--- config.mk ---
export PLATFORM = sky130hd
export DESIGN_NAME = eight_way_direction_hysteresis
export DESIGN_NICKNAME = d
export VERILOG_FILES = /design/src/hw/rtl/ewdh_pkg.sv /design/src/hw/rtl/eight_way_direction_hysteresis.sv
export SDC_FILE = /design/constraint.sdc
export NUM_CORES = 2
export LEC_CHECK = 0
export ABC_AREA = 0
export BUFFER_PORTS_ARGS = -buffer_cell sky130_fd_sc_hd__buf_4
export CAP_MARGIN = 5
export CORE_MARGIN = 3
export CORE_UTILIZATION = 30
export CTS_CLUSTER_SIZE = 28
export DETAILED_ROUTE_END_ITERATION = 16
export HOLD_SLACK_MARGIN = 0.15
export SYNTH_ARGS = -nofsm -noshare
export SYNTH_HDL_FRONTEND = slang
export SYNTH_SLANG_ARGS = --single-unit
--- constraint.sdc ---
create_clock -name clk -period 14 [get_ports clk]
set_input_delay 4.2 -clock clk [delete_from_list [all_inputs] [get_ports clk]]
set_output_delay 4.2 -clock clk [all_outputs]
set_load 0.05 [all_outputs]
--- src/hw/rtl/ewdh_pkg.sv ---
// Package: facing codes and tangent constants for the eight-way direction quantizer.
`timescale 1ns / 1ps

package ewdh_pkg;

  // Keypad facing codes, y grows downward
  localparam logic [3:0] DIR_DL = 4'd1;
  localparam logic [3:0] DIR_D  = 4'd2;
  localparam logic [3:0] DIR_DR = 4'd3;
  localparam logic [3:0] DIR_W  = 4'd4;
  localparam logic [3:0] DIR_E  = 4'd6;
  localparam logic [3:0] DIR_UL = 4'd7;
  localparam logic [3:0] DIR_U  = 4'd8;
  localparam logic [3:0] DIR_UR = 4'd9;

  localparam int NUM_THR = 6;

  // tan of 15, 22.5, 30, 60, 67.5, 75 degrees times 2^32
  localparam logic [63:0] TAN_Q32 [NUM_THR] = '{
    64'd1150833018, 64'd1779033704, 64'd2479700525,
    64'd7439101574, 64'd10368968296, 64'd16029036166
  };

  // Round-to-nearest tangent with frac fraction bits
  function automatic logic [63:0] tan_fixed(int idx, int frac);
    logic [63:0] q;
    q = TAN_Q32[idx];
    return (q + (64'd1 << (31 - frac))) >> (32 - frac);
  endfunction

  // Pipeline flags that travel with each request
  typedef struct packed {
    logic       dx_neg;
    logic       dy_neg;
    logic       zero;
    logic [3:0] prev;
  } ewdh_flags_t;

endpackage

--- src/hw/rtl/eight_way_direction_hysteresis.sv ---
// Top level: pipelined eight-way facing quantizer with band hysteresis.
//
//  channel  | ports                                         | handshake
//  ---------+-----------------------------------------------+---------------------------
//  input    | in_from_x/y, in_to_x/y, in_prev_direction     | accepted when start & !busy
//  result   | out_direction                                 | out_valid strobe, one cycle
//
// Five register stages: difference, magnitude, tangent products, threshold
// compares, band decode. One request per cycle; out_valid rises when a request
// leaves the band decode register, and the result is taken on that strobe.
// The six constant-coefficient multipliers in stage 3 set the stage depth.
// busy is high only while rst_n is low; synchronous reset clears all valid bits.
// The receiver cannot stall, so results leave on the strobe as they are done.
`timescale 1ns / 1ps

module eight_way_direction_hysteresis
  import ewdh_pkg::*;
#(
  parameter int COORD_BITS    = 16,
  parameter int TAN_FRAC_BITS = 16
) (
  input  logic                         clk,
  input  logic                         rst_n,
  input  logic                         start,
  output logic                         busy,
  input  logic signed [COORD_BITS-1:0] in_from_x,
  input  logic signed [COORD_BITS-1:0] in_from_y,
  input  logic signed [COORD_BITS-1:0] in_to_x,
  input  logic signed [COORD_BITS-1:0] in_to_y,
  input  logic [3:0]                   in_prev_direction,
  output logic                         out_valid,
  output logic [3:0]                   out_direction
);

  localparam int DW = COORD_BITS + 1;           // exact difference
  localparam int NW = COORD_BITS + TAN_FRAC_BITS; // ay scaled
  localparam int TW = TAN_FRAC_BITS + 2;        // tan(75) < 4
  localparam int PW = COORD_BITS + TW;

  assign busy = ~rst_n;

  // ---------------- stage 1: differences ----------------
  logic                 v1_r;
  logic signed [DW-1:0] dx_r, dy_r;
  logic [3:0]           prev1_r;

  // ---------------- stage 2: magnitudes ----------------
  logic                  v2_r;
  logic [COORD_BITS-1:0] ax_r;
  logic [NW-1:0]         num2_r;
  ewdh_flags_t           fl2_r, fl2_nxt;
  // |difference| never exceeds 2^COORD_BITS - 1
  logic [COORD_BITS-1:0] ax_nxt, ay_nxt;

  always_comb begin
    ax_nxt          = dx_r[DW-1] ? COORD_BITS'(-dx_r) : COORD_BITS'(dx_r);
    ay_nxt          = dy_r[DW-1] ? COORD_BITS'(-dy_r) : COORD_BITS'(dy_r);
    fl2_nxt.dx_neg  = dx_r[DW-1];
    fl2_nxt.dy_neg  = dy_r[DW-1];
    fl2_nxt.zero    = (dx_r == '0) && (dy_r == '0);
    fl2_nxt.prev    = prev1_r;
  end

  // ---------------- stage 3: tangent products ----------------
  logic              v3_r;
  logic [PW-1:0]     prod_r [NUM_THR];
  logic [NW-1:0]     num3_r;
  ewdh_flags_t       fl3_r;

  for (genvar gi = 0; gi < NUM_THR; gi++) begin : g_mul
    localparam logic [TW-1:0] TanFix = TW'(tan_fixed(gi, TAN_FRAC_BITS));
    always_ff @(posedge clk) begin
      prod_r[gi] <= PW'(TanFix) * PW'(ax_r);
    end
  end

  // ---------------- stage 4: threshold compares ----------------
  logic               v4_r;
  logic [NUM_THR-1:0] cmp_r, cmp_nxt;
  ewdh_flags_t        fl4_r;

  always_comb begin
    for (int i = 0; i < NUM_THR; i++) begin
      // left half: angle is 180 - a, ties go to the larger angle
      cmp_nxt[i] = fl3_r.dx_neg ? (PW'(num3_r) <= prod_r[i]) : (PW'(num3_r) >= prod_r[i]);
    end
  end

  // ---------------- stage 5: band decode ----------------
  logic       out_valid_r;
  logic [3:0] out_direction_r, dir_nxt;
  logic [3:0] k;
  logic [3:0] lo, hi;
  logic [1:0] rem;
  logic [3:0] d_diag, d_vert, d_back;

  always_comb begin
    k      = 4'($countones(cmp_r)) + (fl4_r.dx_neg ? 4'd6 : 4'd0);
    d_diag = fl4_r.dy_neg ? DIR_UR : DIR_DR;
    d_vert = fl4_r.dy_neg ? DIR_U  : DIR_D;
    d_back = fl4_r.dy_neg ? DIR_UL : DIR_DL;
    lo     = DIR_E;
    hi     = DIR_E;
    rem    = 2'd0;
    case (k)
      4'd0:    begin lo = DIR_E;  hi = DIR_E;  rem = 2'd0; end
      4'd1:    begin lo = DIR_E;  hi = d_diag; rem = 2'd1; end
      4'd2:    begin lo = DIR_E;  hi = d_diag; rem = 2'd2; end
      4'd3:    begin lo = d_diag; hi = d_diag; rem = 2'd0; end
      4'd4:    begin lo = d_diag; hi = d_vert; rem = 2'd1; end
      4'd5:    begin lo = d_diag; hi = d_vert; rem = 2'd2; end
      4'd6:    begin lo = d_vert; hi = d_vert; rem = 2'd0; end
      4'd7:    begin lo = d_vert; hi = d_back; rem = 2'd1; end
      4'd8:    begin lo = d_vert; hi = d_back; rem = 2'd2; end
      4'd9:    begin lo = d_back; hi = d_back; rem = 2'd0; end
      4'd10:   begin lo = d_back; hi = DIR_W;  rem = 2'd1; end
      4'd11:   begin lo = d_back; hi = DIR_W;  rem = 2'd2; end
      default: begin lo = DIR_W;  hi = DIR_W;  rem = 2'd0; end
    endcase
    if (fl4_r.zero) begin
      dir_nxt = DIR_E;
    end else if (rem == 2'd0) begin
      dir_nxt = lo;
    end else if (fl4_r.prev == lo || fl4_r.prev == hi) begin
      dir_nxt = fl4_r.prev;   // hysteresis: keep a neighboring facing
    end else if (rem == 2'd1) begin
      dir_nxt = lo;
    end else begin
      dir_nxt = hi;
    end
  end

  // ---------------- valid chain ----------------
  always_ff @(posedge clk) begin
    if (!rst_n) begin
      v1_r        <= 1'b0;
      v2_r        <= 1'b0;
      v3_r        <= 1'b0;
      v4_r        <= 1'b0;
      out_valid_r <= 1'b0;
    end else begin
      v1_r        <= start;
      v2_r        <= v1_r;
      v3_r        <= v2_r;
      v4_r        <= v3_r;
      out_valid_r <= v4_r;
    end
  end

  // ---------------- payload registers ----------------
  always_ff @(posedge clk) begin
    dx_r            <= DW'(in_to_x) - DW'(in_from_x);
    dy_r            <= DW'(in_to_y) - DW'(in_from_y);
    prev1_r         <= in_prev_direction;
    ax_r            <= ax_nxt;
    num2_r          <= {ay_nxt, {TAN_FRAC_BITS{1'b0}}};
    fl2_r           <= fl2_nxt;
    num3_r          <= num2_r;
    fl3_r           <= fl2_r;
    cmp_r           <= cmp_nxt;
    fl4_r           <= fl3_r;
    out_direction_r <= dir_nxt;
  end

  assign out_valid     = out_valid_r;
  assign out_direction = out_direction_r;

endmodule
==> out/qor.yml <==
cts:
  cts_buffer_depth: 3
  cts-resized-gates: 0
  root_buffer: "clkbuf_16"
  clkSinkCount: 290
  cts_buffers: 38
  cts_max_level: 2
  cts_tree: "built"
  path_clk_slew_ns: 0.06
  insertion_delay_ns: 0.60
  hold_buffers: 0
  post_cts_buffers: 0
synthesis:
  synth.mux.area_fraction_pct: 0.1248
  synthCells: 3388
  yosys.area.top_type: "ha_1"
  yosysSeqAreaShare_pct: 17.55
  syn_nets: 4554
  synth_simple_gate_area_share_pct: 6.825
  syn_area_um2: 33090
  synthXorXnorAreaFrac_pct: 5.506
  ys_top_cells_by_area: "ha_1, fa_1, dfxtp_1, inv_1, xnor2_1"
  synth_fa_ha_area_share_pct: 50.49
  synth_edf_count: 0
  syn_area_per_cell_um2: 9.766
  synth_compound_area_share_pct: 10.42
  ys_warn_count: 0
  async_reset_ff_share_pct: 0
  synth-seq-cells: 290
  ys_types: 62
  synth_ff_type: "dfxtp_1"
  netlist.area_leader.share_pct: 26.32
  synth_top_family_by_area: "adder cells"
layout:
  stdcell_count: 5019
  finish.utilization_pct: 33.82
  drive_gt1_share_pct: 5.080
  area_growth_pct: 11.57
  layout.nets: 4683
  mostFrequentLayoutCells: "inv_1, ha_1, fa_1, dfxtp_1, a21oi_1"
  diodes: 0
  layout_commonest_cell: "inv_1"
flow_run:
  max_cap_violations: 0
route:
  route.detailed.drc: 0
  routed_wl_um: 86560
  vias: 23204
  drt-pass1-iter-count: 5
  drt-initial-drc-count: 1226
  ant_nets: 0
  avgViaCountPerCell: 4.623
  routedWlPerCell_um: 17.25
global_routing:
  grt_usage_pct: 15.24
  grt_pass1_vias: 23600
  grt-ovfl-total: 0
  grt_first_pass_wirelength_um: 133400
  grt_max_degree: 25
  antenna_found_initial: 2
sta:
  fin_worst_skew_ns: 0.03731
  slew_violations: 0
  setup_ws_ns: 5.245
  finalHoldViolCount: 0
  setup_viol: 0
  relSlewSlack_pct: 33.70
  min_period_over_period_pct: 62.54
  tightest_slew_ns: 0.9886
  fin_crit_ns: 8.755
  tns_ns: 0
  rsz0062_at_grt: "false"
  timing.fmax_mhz: 114.2
hold_path:
  hold_start: "fl2_r[2]"
  hp-class: "flop to flop"
  min_to: "fl3_r[2]"
  hold_depth: 0
floorplan:
  die_x_um: 338.1
  die_area_um2: 114300
  die_h_um: 338.1
  core_um2: 109200
  initial_utilization_pct: 30.31
  rows: 121
  ios: 77
worst_setup_path:
  critical_path_class: "primary input to primary output"
  critPathMaxFanout: 6
  r2r_end: "prod_r[4][33]"
  worstRegToRegCells: 21
  critPathArrivalTime_ns: 4.56
  endpoint_kind: "primary output"
  start_kind: "primary input"
  ff2ff_setup_slack_ns: 6.75
  regToRegStartpoint: "ax_r[6]"
  crit_required_ns: 9.80
placement:
  gp_congestion: 0.9096
  place_ws_ns: 5.244
  hpwlAfterDp_um: 71920
  io_buffers: 76
  dp.cells: 4953
run_status:
  status: "finished, final reports clean"
worst max path at each step:
stage               start  endpoint  slack, ns
floorplan           rst_n      busy       5.30
global placement    rst_n      busy       5.24
detailed placement  rst_n      busy       5.24
CTS                 rst_n      busy       5.24
global route        rst_n      busy       5.22
finish              rst_n      busy       5.24
synth_stat cells (7+ instances only):
library cell and count:
inv_1 790, ha_1 696, fa_1 399, dfxtp_1 290
a21oi_1 173, xnor2_1 157, nor2_1 122, nand2_1 100
a21o_1 95, o21ai_0 92, xor2_1 51, nor3_1 39
nand3_1 29, o21bai_1 29, nand2b_1 23, nand4_1 22
and3_1 20, o21a_1 20, nor2b_1 18, a211oi_1 17
o31ai_1 17, a31oi_1 16, and2_1 15, or3_1 15
a21boi_0 12, nor4_1 12, clkbuf_1 11, or2_2 10
nor4b_1 9, a211o_1 7
registers in the layout, summed over array words and instances, names as in the netlist:
signal         count
ax_r              16
cmp_r              6
dx_r              17
dy_r              17
fl2_r              7
fl3_r              7
fl4_r              7
num2_r            16
num3_r            16
out_direction      4
out_valid          1
prev1_r            4
prod_r           168
v1_r               1
v2_r               1
v3_r               1
v4_r               1
area by class of cell:
| cell class | instances | area (um2) |
|---|---|---|
| fill | 11187 | 72240 |
| multi-input combinational | 2297 | 24280 |
| sequential | 290 | 5806 |
| inverter | 790 | 2965 |
| tap | 1476 | 1847 |
| clock buffer | 54 | 1091 |
| timing repair buffer | 100 | 750.7 |
| clock inverter | 12 | 181.4 |
metal layers:
metal  routed length [um]  up-vias  GRT usage [%]
met1                37460    11118          19.45
met4                 5059        0          7.944
met5                    0        -              0
met3                 5373      200          3.036
li1                     -    11321              -
met2                38670      565          24.39
through the flow:
step	hold slack, ns	cell area, um2
5_1_grt	0.3252	36920
6_report	0.3195	36920
4_1_cts	0.3223	36920
3_3_place_gp	0.3104	35640
2_1_floorplan	0.3096	33090
3_5_place_dp	0.3121	35640
worst max-delay path, cell delays in order:
cell and delay [ns]:
buf_4 0.12, inv_1 0.05, buf_4 0.18
cell families after synthesis:
kind of cell | count (synthesis)
adder cells (fa/ha/maj) | 1096
buffers and inverters | 801
AO/OA/AOI/OAI | 535
AND/OR/NAND/NOR | 454
flip-flops | 290
XOR/XNOR | 208
multiplexers | 4
Power is left out: the tool's default activity adds up to more than one toggle a clock period on the data nets, which glitch-free logic cannot reach.
